### src/sv/tsg_pkg.sv
`default_nettype none

package tsg_pkg;

   // Coordinate and register widths
   localparam int unsigned CoordWidth  = 12;
   localparam int unsigned TravelWidth = 13;
   localparam int unsigned ScreenWidth = 13;
   localparam int unsigned LimitWidth  = 12;
   localparam int unsigned CsrIdxWidth = 2;
   localparam int unsigned CsrDataWidth = 13;

   // Register indexes
   localparam logic [CsrIdxWidth-1:0] CsrScreenWidth  = 2'd0;
   localparam logic [CsrIdxWidth-1:0] CsrScreenHeight = 2'd1;
   localparam logic [CsrIdxWidth-1:0] CsrMaxJump      = 2'd2;
   localparam logic [CsrIdxWidth-1:0] CsrSwipeMin     = 2'd3;

   // Register reset values
   localparam logic [ScreenWidth-1:0] ScreenWidthReset  = 13'd240;
   localparam logic [ScreenWidth-1:0] ScreenHeightReset = 13'd240;
   localparam logic [LimitWidth-1:0]  MaxJumpReset      = 12'd40;
   localparam logic [LimitWidth-1:0]  SwipeMinReset     = 12'd30;

   // Report classes
   localparam logic [1:0] ClassFailed = 2'd0;
   localparam logic [1:0] ClassUp     = 2'd1;
   localparam logic [1:0] ClassDown   = 2'd2;

   // Gesture codes
   localparam logic [2:0] GestNone  = 3'd0;
   localparam logic [2:0] GestTap   = 3'd1;
   localparam logic [2:0] GestUp    = 3'd2;
   localparam logic [2:0] GestDown  = 3'd3;
   localparam logic [2:0] GestLeft  = 3'd4;
   localparam logic [2:0] GestRight = 3'd5;

   // Largest finger count that still counts as a touch
   localparam logic [7:0] MaxFingers = 8'd2;

   typedef struct packed {
      logic [1:0] sample_class;
      logic [2:0] gesture;
   } rsp_word_type;

   // Magnitude of a signed travel; -4096 never occurs
   function automatic logic [CoordWidth-1:0] mag(input logic signed [TravelWidth-1:0] v);
      logic signed [TravelWidth-1:0] neg;
      neg = -v;
      return v[TravelWidth-1] ? neg[CoordWidth-1:0] : v[CoordWidth-1:0];
   endfunction

endpackage

`default_nettype wire

### src/sv/tsg_req_if.sv
`default_nettype none

interface tsg_req_if;
   logic       valid;
   logic       ready;
   logic       bus_ok;
   logic [7:0] finger_byte;
   logic [7:0] x_high_byte;
   logic [7:0] x_low_byte;
   logic [7:0] y_high_byte;
   logic [7:0] y_low_byte;

   modport source (
      output valid, bus_ok, finger_byte, x_high_byte, x_low_byte, y_high_byte, y_low_byte,
      input  ready
   );
   modport sink (
      input  valid, bus_ok, finger_byte, x_high_byte, x_low_byte, y_high_byte, y_low_byte,
      output ready
   );
endinterface

`default_nettype wire

### src/sv/tsg_rsp_if.sv
`default_nettype none

interface tsg_rsp_if;
   logic       valid;
   logic       ready;
   logic [1:0] sample_class;
   logic [2:0] gesture;

   modport source (
      output valid, sample_class, gesture,
      input  ready
   );
   modport sink (
      input  valid, sample_class, gesture,
      output ready
   );
endinterface

`default_nettype wire

### src/sv/touch_swipe_gesture_recognizer_unit.sv
`default_nettype none

// Channel   Dir  Handshake          Word
// req_chan  in   valid/ready        bus_ok, finger_byte, x/y high and low bytes
// rsp_chan  out  valid/ready        sample_class, gesture
// csr_*     in   csr_we (no ready)  csr_index, csr_wdata
//
// One report per cycle while req_chan.ready is high: each accepted report is classified
// and the stroke updated in the same cycle; the word is registered (output or skid).
// The output register is backed by a one-word skid register, so req_chan.ready is
// registered and stays high while one finished word waits on a stalled sink.
// Reset is synchronous and active high; it clears the stroke and loads register defaults.
module touch_swipe_gesture_recognizer_unit (
   input  wire logic                               clock,
   input  wire logic                               reset,
   tsg_req_if.sink                                 req_chan,
   tsg_rsp_if.source                               rsp_chan,
   input  wire logic                               csr_we,
   input  wire logic [tsg_pkg::CsrIdxWidth-1:0]    csr_index,
   input  wire logic [tsg_pkg::CsrDataWidth-1:0]   csr_wdata
);

   // Configuration registers
   logic [tsg_pkg::ScreenWidth-1:0] scr_w_ff, scr_h_ff;
   logic [tsg_pkg::LimitWidth-1:0]  max_jump_ff, swipe_min_ff;

   always_ff @(posedge clock) begin
      if (reset) begin
         scr_w_ff     <= tsg_pkg::ScreenWidthReset;
         scr_h_ff     <= tsg_pkg::ScreenHeightReset;
         max_jump_ff  <= tsg_pkg::MaxJumpReset;
         swipe_min_ff <= tsg_pkg::SwipeMinReset;
      end else if (csr_we) begin
         case (csr_index)
            tsg_pkg::CsrScreenWidth:  scr_w_ff     <= csr_wdata;
            tsg_pkg::CsrScreenHeight: scr_h_ff     <= csr_wdata;
            tsg_pkg::CsrMaxJump:      max_jump_ff  <= csr_wdata[tsg_pkg::LimitWidth-1:0];
            tsg_pkg::CsrSwipeMin:     swipe_min_ff <= csr_wdata[tsg_pkg::LimitWidth-1:0];
            default: ;
         endcase
      end
   end

   // Stroke state
   logic                                  active_ff, active_in;
   logic [tsg_pkg::CoordWidth-1:0]        start_x_ff, start_x_in, start_y_ff, start_y_in;
   logic [tsg_pkg::CoordWidth-1:0]        prev_x_ff, prev_x_in, prev_y_ff, prev_y_in;
   logic signed [tsg_pkg::TravelWidth-1:0] best_x_ff, best_x_in, best_y_ff, best_y_in;

   // Output register and skid register
   tsg_pkg::rsp_word_type out_ff, out_in, skid_ff, skid_in, word;
   logic                  out_valid_ff, out_valid_in, skid_valid_ff, skid_valid_in;

   logic accept, pop;
   assign req_chan.ready = !skid_valid_ff;
   assign accept         = req_chan.valid && req_chan.ready;
   assign pop            = out_valid_ff && rsp_chan.ready;

   // Decode the report
   logic [tsg_pkg::CoordWidth-1:0] x, y;
   logic                           bad, up;
   assign x  = {req_chan.x_high_byte[3:0], req_chan.x_low_byte};
   assign y  = {req_chan.y_high_byte[3:0], req_chan.y_low_byte};
   assign bad = !req_chan.bus_ok || (req_chan.finger_byte > tsg_pkg::MaxFingers);
   assign up  = (req_chan.finger_byte == 8'd0);

   logic off_screen;
   assign off_screen = ({1'b0, x} >= scr_w_ff) || ({1'b0, y} >= scr_h_ff);

   // Jump from the previous sample and travel from the start
   logic signed [tsg_pkg::TravelWidth-1:0] jx, jy, dx, dy;
   assign jx = $signed({1'b0, x}) - $signed({1'b0, prev_x_ff});
   assign jy = $signed({1'b0, y}) - $signed({1'b0, prev_y_ff});
   assign dx = $signed({1'b0, x}) - $signed({1'b0, start_x_ff});
   assign dy = $signed({1'b0, y}) - $signed({1'b0, start_y_ff});

   logic [tsg_pkg::CoordWidth-1:0] ax, ay;
   logic                           no_glitch, is_swipe;
   assign no_glitch = (tsg_pkg::mag(jx) <= max_jump_ff) && (tsg_pkg::mag(jy) <= max_jump_ff);
   assign ax        = tsg_pkg::mag(best_x_ff);
   assign ay        = tsg_pkg::mag(best_y_ff);
   assign is_swipe  = (ax >= swipe_min_ff) || (ay >= swipe_min_ff);

   always_comb begin
      active_in  = active_ff;
      start_x_in = start_x_ff;
      start_y_in = start_y_ff;
      prev_x_in  = prev_x_ff;
      prev_y_in  = prev_y_ff;
      best_x_in  = best_x_ff;
      best_y_in  = best_y_ff;
      word.sample_class = tsg_pkg::ClassFailed;
      word.gesture      = tsg_pkg::GestNone;

      if (bad) begin
         word.sample_class = tsg_pkg::ClassFailed;
      end else if (up) begin
         word.sample_class = tsg_pkg::ClassUp;
         // Release: resolve the stroke, dominant axis wins, tie goes vertical
         if (active_ff) begin
            active_in = 1'b0;
            if (!is_swipe) begin
               word.gesture = tsg_pkg::GestTap;
            end else if (ax > ay) begin
               word.gesture = (best_x_ff > 0) ? tsg_pkg::GestRight : tsg_pkg::GestLeft;
            end else begin
               word.gesture = (best_y_ff > 0) ? tsg_pkg::GestDown : tsg_pkg::GestUp;
            end
         end
      end else if (off_screen) begin
         word.sample_class = tsg_pkg::ClassFailed;
      end else begin
         word.sample_class = tsg_pkg::ClassDown;
         if (!active_ff) begin
            // First touch latches the start point
            active_in  = 1'b1;
            start_x_in = x;
            start_y_in = y;
            prev_x_in  = x;
            prev_y_in  = y;
            best_x_in  = '0;
            best_y_in  = '0;
         end else if (no_glitch) begin
            prev_x_in = x;
            prev_y_in = y;
            if (tsg_pkg::mag(dx) > ax) best_x_in = dx;
            if (tsg_pkg::mag(dy) > ay) best_y_in = dy;
         end
      end
   end

   always_ff @(posedge clock) begin
      if (reset) begin
         active_ff  <= 1'b0;
         start_x_ff <= '0;
         start_y_ff <= '0;
         prev_x_ff  <= '0;
         prev_y_ff  <= '0;
         best_x_ff  <= '0;
         best_y_ff  <= '0;
      end else if (accept) begin
         active_ff  <= active_in;
         start_x_ff <= start_x_in;
         start_y_ff <= start_y_in;
         prev_x_ff  <= prev_x_in;
         prev_y_ff  <= prev_y_in;
         best_x_ff  <= best_x_in;
         best_y_ff  <= best_y_in;
      end
   end

   // Advance the skid into the output register on a pop; park a new word
   // in the skid only when the output register stays full
   always_comb begin
      out_in        = out_ff;
      out_valid_in  = out_valid_ff;
      skid_in       = skid_ff;
      skid_valid_in = skid_valid_ff;
      if (pop) begin
         if (skid_valid_ff) begin
            out_in        = skid_ff;
            skid_valid_in = 1'b0;
         end else begin
            out_valid_in = 1'b0;
         end
      end
      if (accept) begin
         if (!out_valid_in) begin
            out_in       = word;
            out_valid_in = 1'b1;
         end else begin
            skid_in       = word;
            skid_valid_in = 1'b1;
         end
      end
   end

   always_ff @(posedge clock) begin
      if (reset) begin
         out_valid_ff  <= 1'b0;
         skid_valid_ff <= 1'b0;
      end else begin
         out_valid_ff  <= out_valid_in;
         skid_valid_ff <= skid_valid_in;
      end
      out_ff  <= out_in;
      skid_ff <= skid_in;
   end

   assign rsp_chan.valid        = out_valid_ff;
   assign rsp_chan.sample_class = out_ff.sample_class;
   assign rsp_chan.gesture      = out_ff.gesture;

   // A word never waits in the skid with the output register empty
   a_skid_behind_out: assert property (@(posedge clock) disable iff (reset)
      skid_valid_ff |-> out_valid_ff)
      else $error("skid holds a word while output register is empty");

   // Only a release can carry a gesture
   a_gesture_on_release: assert property (@(posedge clock) disable iff (reset)
      (out_valid_ff && out_ff.gesture != tsg_pkg::GestNone)
         |-> out_ff.sample_class == tsg_pkg::ClassUp)
      else $error("gesture reported on a word that is not a release");

   // A stroke ends only on an accepted release
   a_stroke_end: assert property (@(posedge clock) disable iff (reset)
      (accept && !active_in && active_ff) |=> !active_ff)
      else $error("stroke did not end on release");

   a_stroke_fall: assert property (@(posedge clock)
      (!reset && $past(!reset) && $fell(active_ff))
         |-> $past(accept && !bad && up))
      else $error("stroke ended without an accepted release");

endmodule

`default_nettype wire

### src/flat_wrapper.sv
// flat-port wrapper written by rule: the top's interface ports become plain ports
module touch_swipe_gesture_recognizer_unit_flat 
  (clock, reset, csr_we, csr_index, csr_wdata, req_chan_valid, req_chan_bus_ok, req_chan_finger_byte, req_chan_x_high_byte, req_chan_x_low_byte, req_chan_y_high_byte, req_chan_y_low_byte, req_chan_ready, rsp_chan_valid, rsp_chan_sample_class, rsp_chan_gesture, rsp_chan_ready);
  tsg_req_if req_chan_i ();
  tsg_rsp_if rsp_chan_i ();
  input  wire logic clock;
  input  wire logic reset;
  input  wire logic csr_we;
  input  wire logic [tsg_pkg::CsrIdxWidth-1:0] csr_index;
  input  wire logic [tsg_pkg::CsrDataWidth-1:0] csr_wdata;
  input wire logic [$bits(req_chan_i.valid)-1:0] req_chan_valid;
  input wire logic [$bits(req_chan_i.bus_ok)-1:0] req_chan_bus_ok;
  input wire logic [$bits(req_chan_i.finger_byte)-1:0] req_chan_finger_byte;
  input wire logic [$bits(req_chan_i.x_high_byte)-1:0] req_chan_x_high_byte;
  input wire logic [$bits(req_chan_i.x_low_byte)-1:0] req_chan_x_low_byte;
  input wire logic [$bits(req_chan_i.y_high_byte)-1:0] req_chan_y_high_byte;
  input wire logic [$bits(req_chan_i.y_low_byte)-1:0] req_chan_y_low_byte;
  output wire logic [$bits(req_chan_i.ready)-1:0] req_chan_ready;
  output wire logic [$bits(rsp_chan_i.valid)-1:0] rsp_chan_valid;
  output wire logic [$bits(rsp_chan_i.sample_class)-1:0] rsp_chan_sample_class;
  output wire logic [$bits(rsp_chan_i.gesture)-1:0] rsp_chan_gesture;
  input wire logic [$bits(rsp_chan_i.ready)-1:0] rsp_chan_ready;
  assign req_chan_i.valid = req_chan_valid;
  assign req_chan_i.bus_ok = req_chan_bus_ok;
  assign req_chan_i.finger_byte = req_chan_finger_byte;
  assign req_chan_i.x_high_byte = req_chan_x_high_byte;
  assign req_chan_i.x_low_byte = req_chan_x_low_byte;
  assign req_chan_i.y_high_byte = req_chan_y_high_byte;
  assign req_chan_i.y_low_byte = req_chan_y_low_byte;
  assign req_chan_ready = req_chan_i.ready;
  assign rsp_chan_valid = rsp_chan_i.valid;
  assign rsp_chan_sample_class = rsp_chan_i.sample_class;
  assign rsp_chan_gesture = rsp_chan_i.gesture;
  assign rsp_chan_i.ready = rsp_chan_ready;
  touch_swipe_gesture_recognizer_unit u_core (.clock(clock), .reset(reset), .req_chan(req_chan_i), .rsp_chan(rsp_chan_i), .csr_we(csr_we), .csr_index(csr_index), .csr_wdata(csr_wdata));
endmodule
### config.mk
export PLATFORM = sky130hd
export DESIGN_NAME = touch_swipe_gesture_recognizer_unit_flat
export DESIGN_NICKNAME = d
export VERILOG_FILES = /design/src/sv/tsg_pkg.sv /design/src/sv/tsg_req_if.sv /design/src/sv/tsg_rsp_if.sv /design/src/sv/touch_swipe_gesture_recognizer_unit.sv /design/src/flat_wrapper.sv
export SDC_FILE = /design/constraint.sdc
export NUM_CORES = 1
export LEC_CHECK = 0
export ABC_CLOCK_PERIOD_IN_PS = 4900
export BUFFER_PORTS_ARGS = -buffer_cell sky130_fd_sc_hd__buf_4
export CAP_MARGIN = 25
export CORE_ASPECT_RATIO = 1.75
export CORE_MARGIN = 4
export CORE_UTILIZATION = 50
export DETAILED_ROUTE_END_ITERATION = 10
export PLACE_DENSITY = 0.7
export SLEW_MARGIN = 20
export SYNTH_ARGS = -nofsm -noshare
export SYNTH_HDL_FRONTEND = slang
export SYNTH_SLANG_ARGS = --single-unit
export TNS_END_PERCENT = 10
### constraint.sdc
create_clock -name clock -period 4.9 [get_ports clock]
set_clock_uncertainty 0.05 [all_clocks]
set_input_delay 0.245 -clock clock [delete_from_list [all_inputs] [get_ports clock]]
set_output_delay 0.245 -clock clock [all_outputs]
set_load 0.005 [all_outputs]
==> key figures <==
Outcome
  – Outcome: complete, no violations

Routing
  – Mean routed wirelength per cell: around 17 um
  – Final ANT Viol Nets: 0
  – Vias: between 10000 and 15000
  – Drt pass-1 iters: 5
  – Via density: ~5.7
  – DRT Wirelength: just over 30 mm
  – Residual DRC count: 0
  – Number of DRC markers in iteration 0: roughly 480

STA
  – FMAX: around 0.21 GHz
  – Final hold violations: 0
  – Tmin final: between 4 and 5 ns
  – Crit share post-route: a little over nine tenths
  – Final WS setup: between 0.15 and 0.2 ns
  – Slew Viols, Final: 0
  – Setup_tns: 0 ns
  – Worst slew pin tran: 1.00 ns
  – Max-slew headroom: about a third
  – Final setup fails: 0

Floorplan
  – Die height: 205 um
  – I/O pins: between 60 and 70
  – Die X: ~120 um
  – Core area: approximately 22000 um2
  – Initial Util: just over 50%
  – Num rows: around 70
  – Die ar.: 24600 um2

Clock tree
  – CTS Buf Count: 17
  – Worst skew pair latency: around 0.42 ns
  – Clock slew at reported path FFs: around 0.06 ns
  – Clk buf depth: 2
  – TritonCTS clock tree: built
  – H-tree depth: 4
  – Clock Root Buffer: clkbuf_16
  – # clock sinks: around 140

GRT
  – Largest net degree at the start of global routing: approximately 110
  – Antenna violations before repair: 0
  – Total gr overflow: 0
  – Total global routing track utilization: roughly 25%
  – First-pass GRT wire length: between 40 and 50 mm
  – Via count of the first global-routing pass: between 10000 and 15000

Logic synthesis
  – Synth Area in Simple Gates: between 10% and 20%
  – Synth Register Bits: 137
  – Post-synth EDFFs: 5
  – Synth top area share: a little under a quarter
  – Post-synthesis sequential area ratio: between 20% and 30%
  – Ranking of synthesized cells by area: dfxtp_1 (24%), ha_1 (18%), nand2_1 (6.4%)
  – Largest area contributor in the netlist: dfxtp_1
  – Largest family of logic cells by synthesized area: simple AND/OR/NAND/NOR gates
  – Compound-Gate Fraction of Synth Area: 18.5%
  – Post-synthesis mux area share: 3.10%
  – Synth Instances: 1416
  – FFs w/ async S/R, synth: 0%
  – Syn Area/Cell: roughly 8 um2
  – XOR/XNOR Fraction of Synth Area: around 7.6%
  – Syn_nets: 1643
  – Adder-cell share of the synthesized area: between 10% and 20%
  – Yosys warning count: 0
  – Synth Cell Area: approximately 11000 um2
  – Synth unique cells: 71
  – Leading register cell type out of synthesis: dfxtp_1

Finish
  – Area growth, synth to finish: 17.8%
  – Sequential cell area: around 2800 um2
  – Commonest non-fill, non-tap cell in the layout: nand2_1
  – Fin area: roughly 13000 um2
  – Multi-input logic area: around 7800 um2
  – Number of fill cells in the layout: between 1500 and 2000
  – Nets: roughly 1700
  – Most frequent cells in the layout: nand2_1 (188), ha_1 (159), inv_1 (140)
  – Layout cells sized above 1: around 14%
  – ANT cells: 0

Placed design
  – Half-perimeter wire length after detailed placement: 23.7 mm
  – GP Congestion: roughly 0.93
  – Placed standard-cell area: approximately 12000 um2
  – Pre-CTS WS: -0.396 ns
  – Port Buffers: 59

Min path
  – End of the worst hold path: u_core.best_x_ff[9]
  – Depth of the worst hold-timing path: 2
  – Hold Path Class: in2reg
  – Hold Path Origin: reset

Pwr
  – Total Power: 3.17 mW
  – Pwr/cell area: between 200 and 250 nW/um2
  – Worst vdd ir: ~0.00020 V
  – Static leakage power: approximately 5.3 nW

Setup path
  – Arrival @ worst endpoint: between 5 and 6 ns
  – Worst r2r dst: u_core.best_y_ff[1]
  – Reg2Reg Depth: 22
  – Crit end category: flip-flop
  – Critical setup path kind: reg2reg
  – R2R setup slack: between 0.15 and 0.2 ns
  – Crit path launch type: flip-flop
  – RR Startpoint: u_core.start_y_ff[0]
  – CP max FO: 11
  – Worst Path Required: 5.20 ns

Job
  – Max Cap Viol: 0
[registers in the layout (all words and copies together), names as in the netlist, 2 cells and up]
signal / flops
u_core.rsp_chan.sample_class: 2
u_core.swipe_min_ff: 12
u_core.skid_ff: 5
u_core.max_jump_ff: 12
u_core.scr_w_ff: 13
u_core.best_y_ff: 13
u_core.rsp_chan.gesture: 3
u_core.scr_h_ff: 13
u_core.prev_y_ff: 12
u_core.start_x_ff: 12
u_core.prev_x_ff: 12
u_core.best_x_ff: 13
u_core.start_y_ff: 12
[Yosys cell counts, types with 4 or more instances]
master,instances
a2111oi_0,4
a211oi_1,9
a21o_1,31
a21oi_1,134
a311oi_1,5
a31oi_1,14
and2_1,5
and3_1,10
buf_2,5
clkbuf_1,43
dfxtp_1,132
edfxtp_1,5
fa_1,4
ha_1,162
inv_1,140
mux2i_1,32
nand2_1,188
nand2b_1,24
nand3_1,25
nand3b_1,6
nand4_1,28
nor2_1,99
nor2b_1,18
nor3_1,22
nor4_1,5
o2111ai_1,5
o211ai_1,16
o21a_1,9
o21ai_0,29
o21ai_1,23
o22ai_1,4
o31ai_1,15
o41ai_1,4
or2_2,7
or4_1,10
xnor2_1,65
xor2_1,31
[final cells by class]
class                   instances  area share (%)
clock buffers                  20            3.60
clock inverters                12           0.875
inverters                     140            4.04
multi-input cells            1090            59.8
flip-flops and latches        137            21.5
well taps                     292            2.81
repair buffers                120            7.39
[through the flow]
step	instances	hold WS, ns	utilization, %
global placement	1771	0.388	56.1
global route	1811	0.0358	60.3
floorplan	1416	0.291	-
CTS	1804	0.0100	59.0
finish	1811	0.0313	60.3
detailed placement	1771	0.394	56.1
[kinds of logic after synthesis]
kind of cell | count (synthesis)
AND/OR/NAND/NOR | 467
adder cells (fa/ha/maj) | 166
AO/OA/AOI/OAI | 327
flip-flops | 137
buffers and inverters | 189
multiplexers | 34
XOR/XNOR | 96
[layer usage]
layer | up-vias | GRT usage [%] | routed length [um]
met5 | - | 0 | 0
met4 | 0 | 16.2 | 1920
met3 | 102 | 3.15 | 995
met2 | 266 | 45.8 | 16100
met1 | 4784 | 26.3 | 11600
li1 | 5131 | - | -
[worst max-delay path: stages, from the launching register on]
cell	delay, ns
dfxtp_2	0.35
ha_4	0.14
inv_1	0.05
fa_2	0.34
a211oi_2	0.24
o21bai_2	0.12
a2111oi_4	0.31
buf_4	0.17
nor2_1	0.04
xor2_1	0.18
or3b_4	0.40
o31ai_2	0.25
xnor2_1	0.16
ha_1	0.27
nand4_1	0.14
nor2_2	0.06
a22o_1	0.26
o41ai_4	0.43
nor4_4	0.09
buf_4	0.18
clkbuf_16	0.16
nand2b_1	0.14
a21oi_1	0.11
[timing repair]
action                                  in CTS  in global routing
gates resized for setup                      6                 42
buffers inserted                             0                  6
hold buffers                                 1                  0
endpoints found under the hold margin        1                  0
endpoints found under the setup margin      14                 50
pin swaps                                    1                 15
gates cloned                                 0                  1
[where the power goes]
| group | switching (mW) | internal, mW | leakage (nW) |
|---|---|---|---|
| combinational | 0.416 | 0.332 | 3.86 |
| sequential | 0.0105 | 1.14 | 1.12 |
| clock | 0.527 | 0.745 | 0.274 |
[worst max path at each step]
stage	startpoint	endpoint	slack, ns	depth (start not counted)
final	u_core.start_y_ff[0]	u_core.best_y_ff[1]	0.17	22
after global routing	u_core.start_y_ff[0]	u_core.best_y_ff[2]	-0.06	23
after global placement	req_chan_y_low_byte[0]	u_core.best_y_ff[2]	-0.30	24
after detailed placement	req_chan_y_low_byte[0]	u_core.best_y_ff[2]	-0.40	24
after CTS	u_core.prev_x_ff[0]	u_core.best_x_ff[0]	0.03	20
after floorplan	req_chan_x_low_byte[0]	u_core.best_x_ff[0]	0.16	20
(Power assumes the default switching activity.)
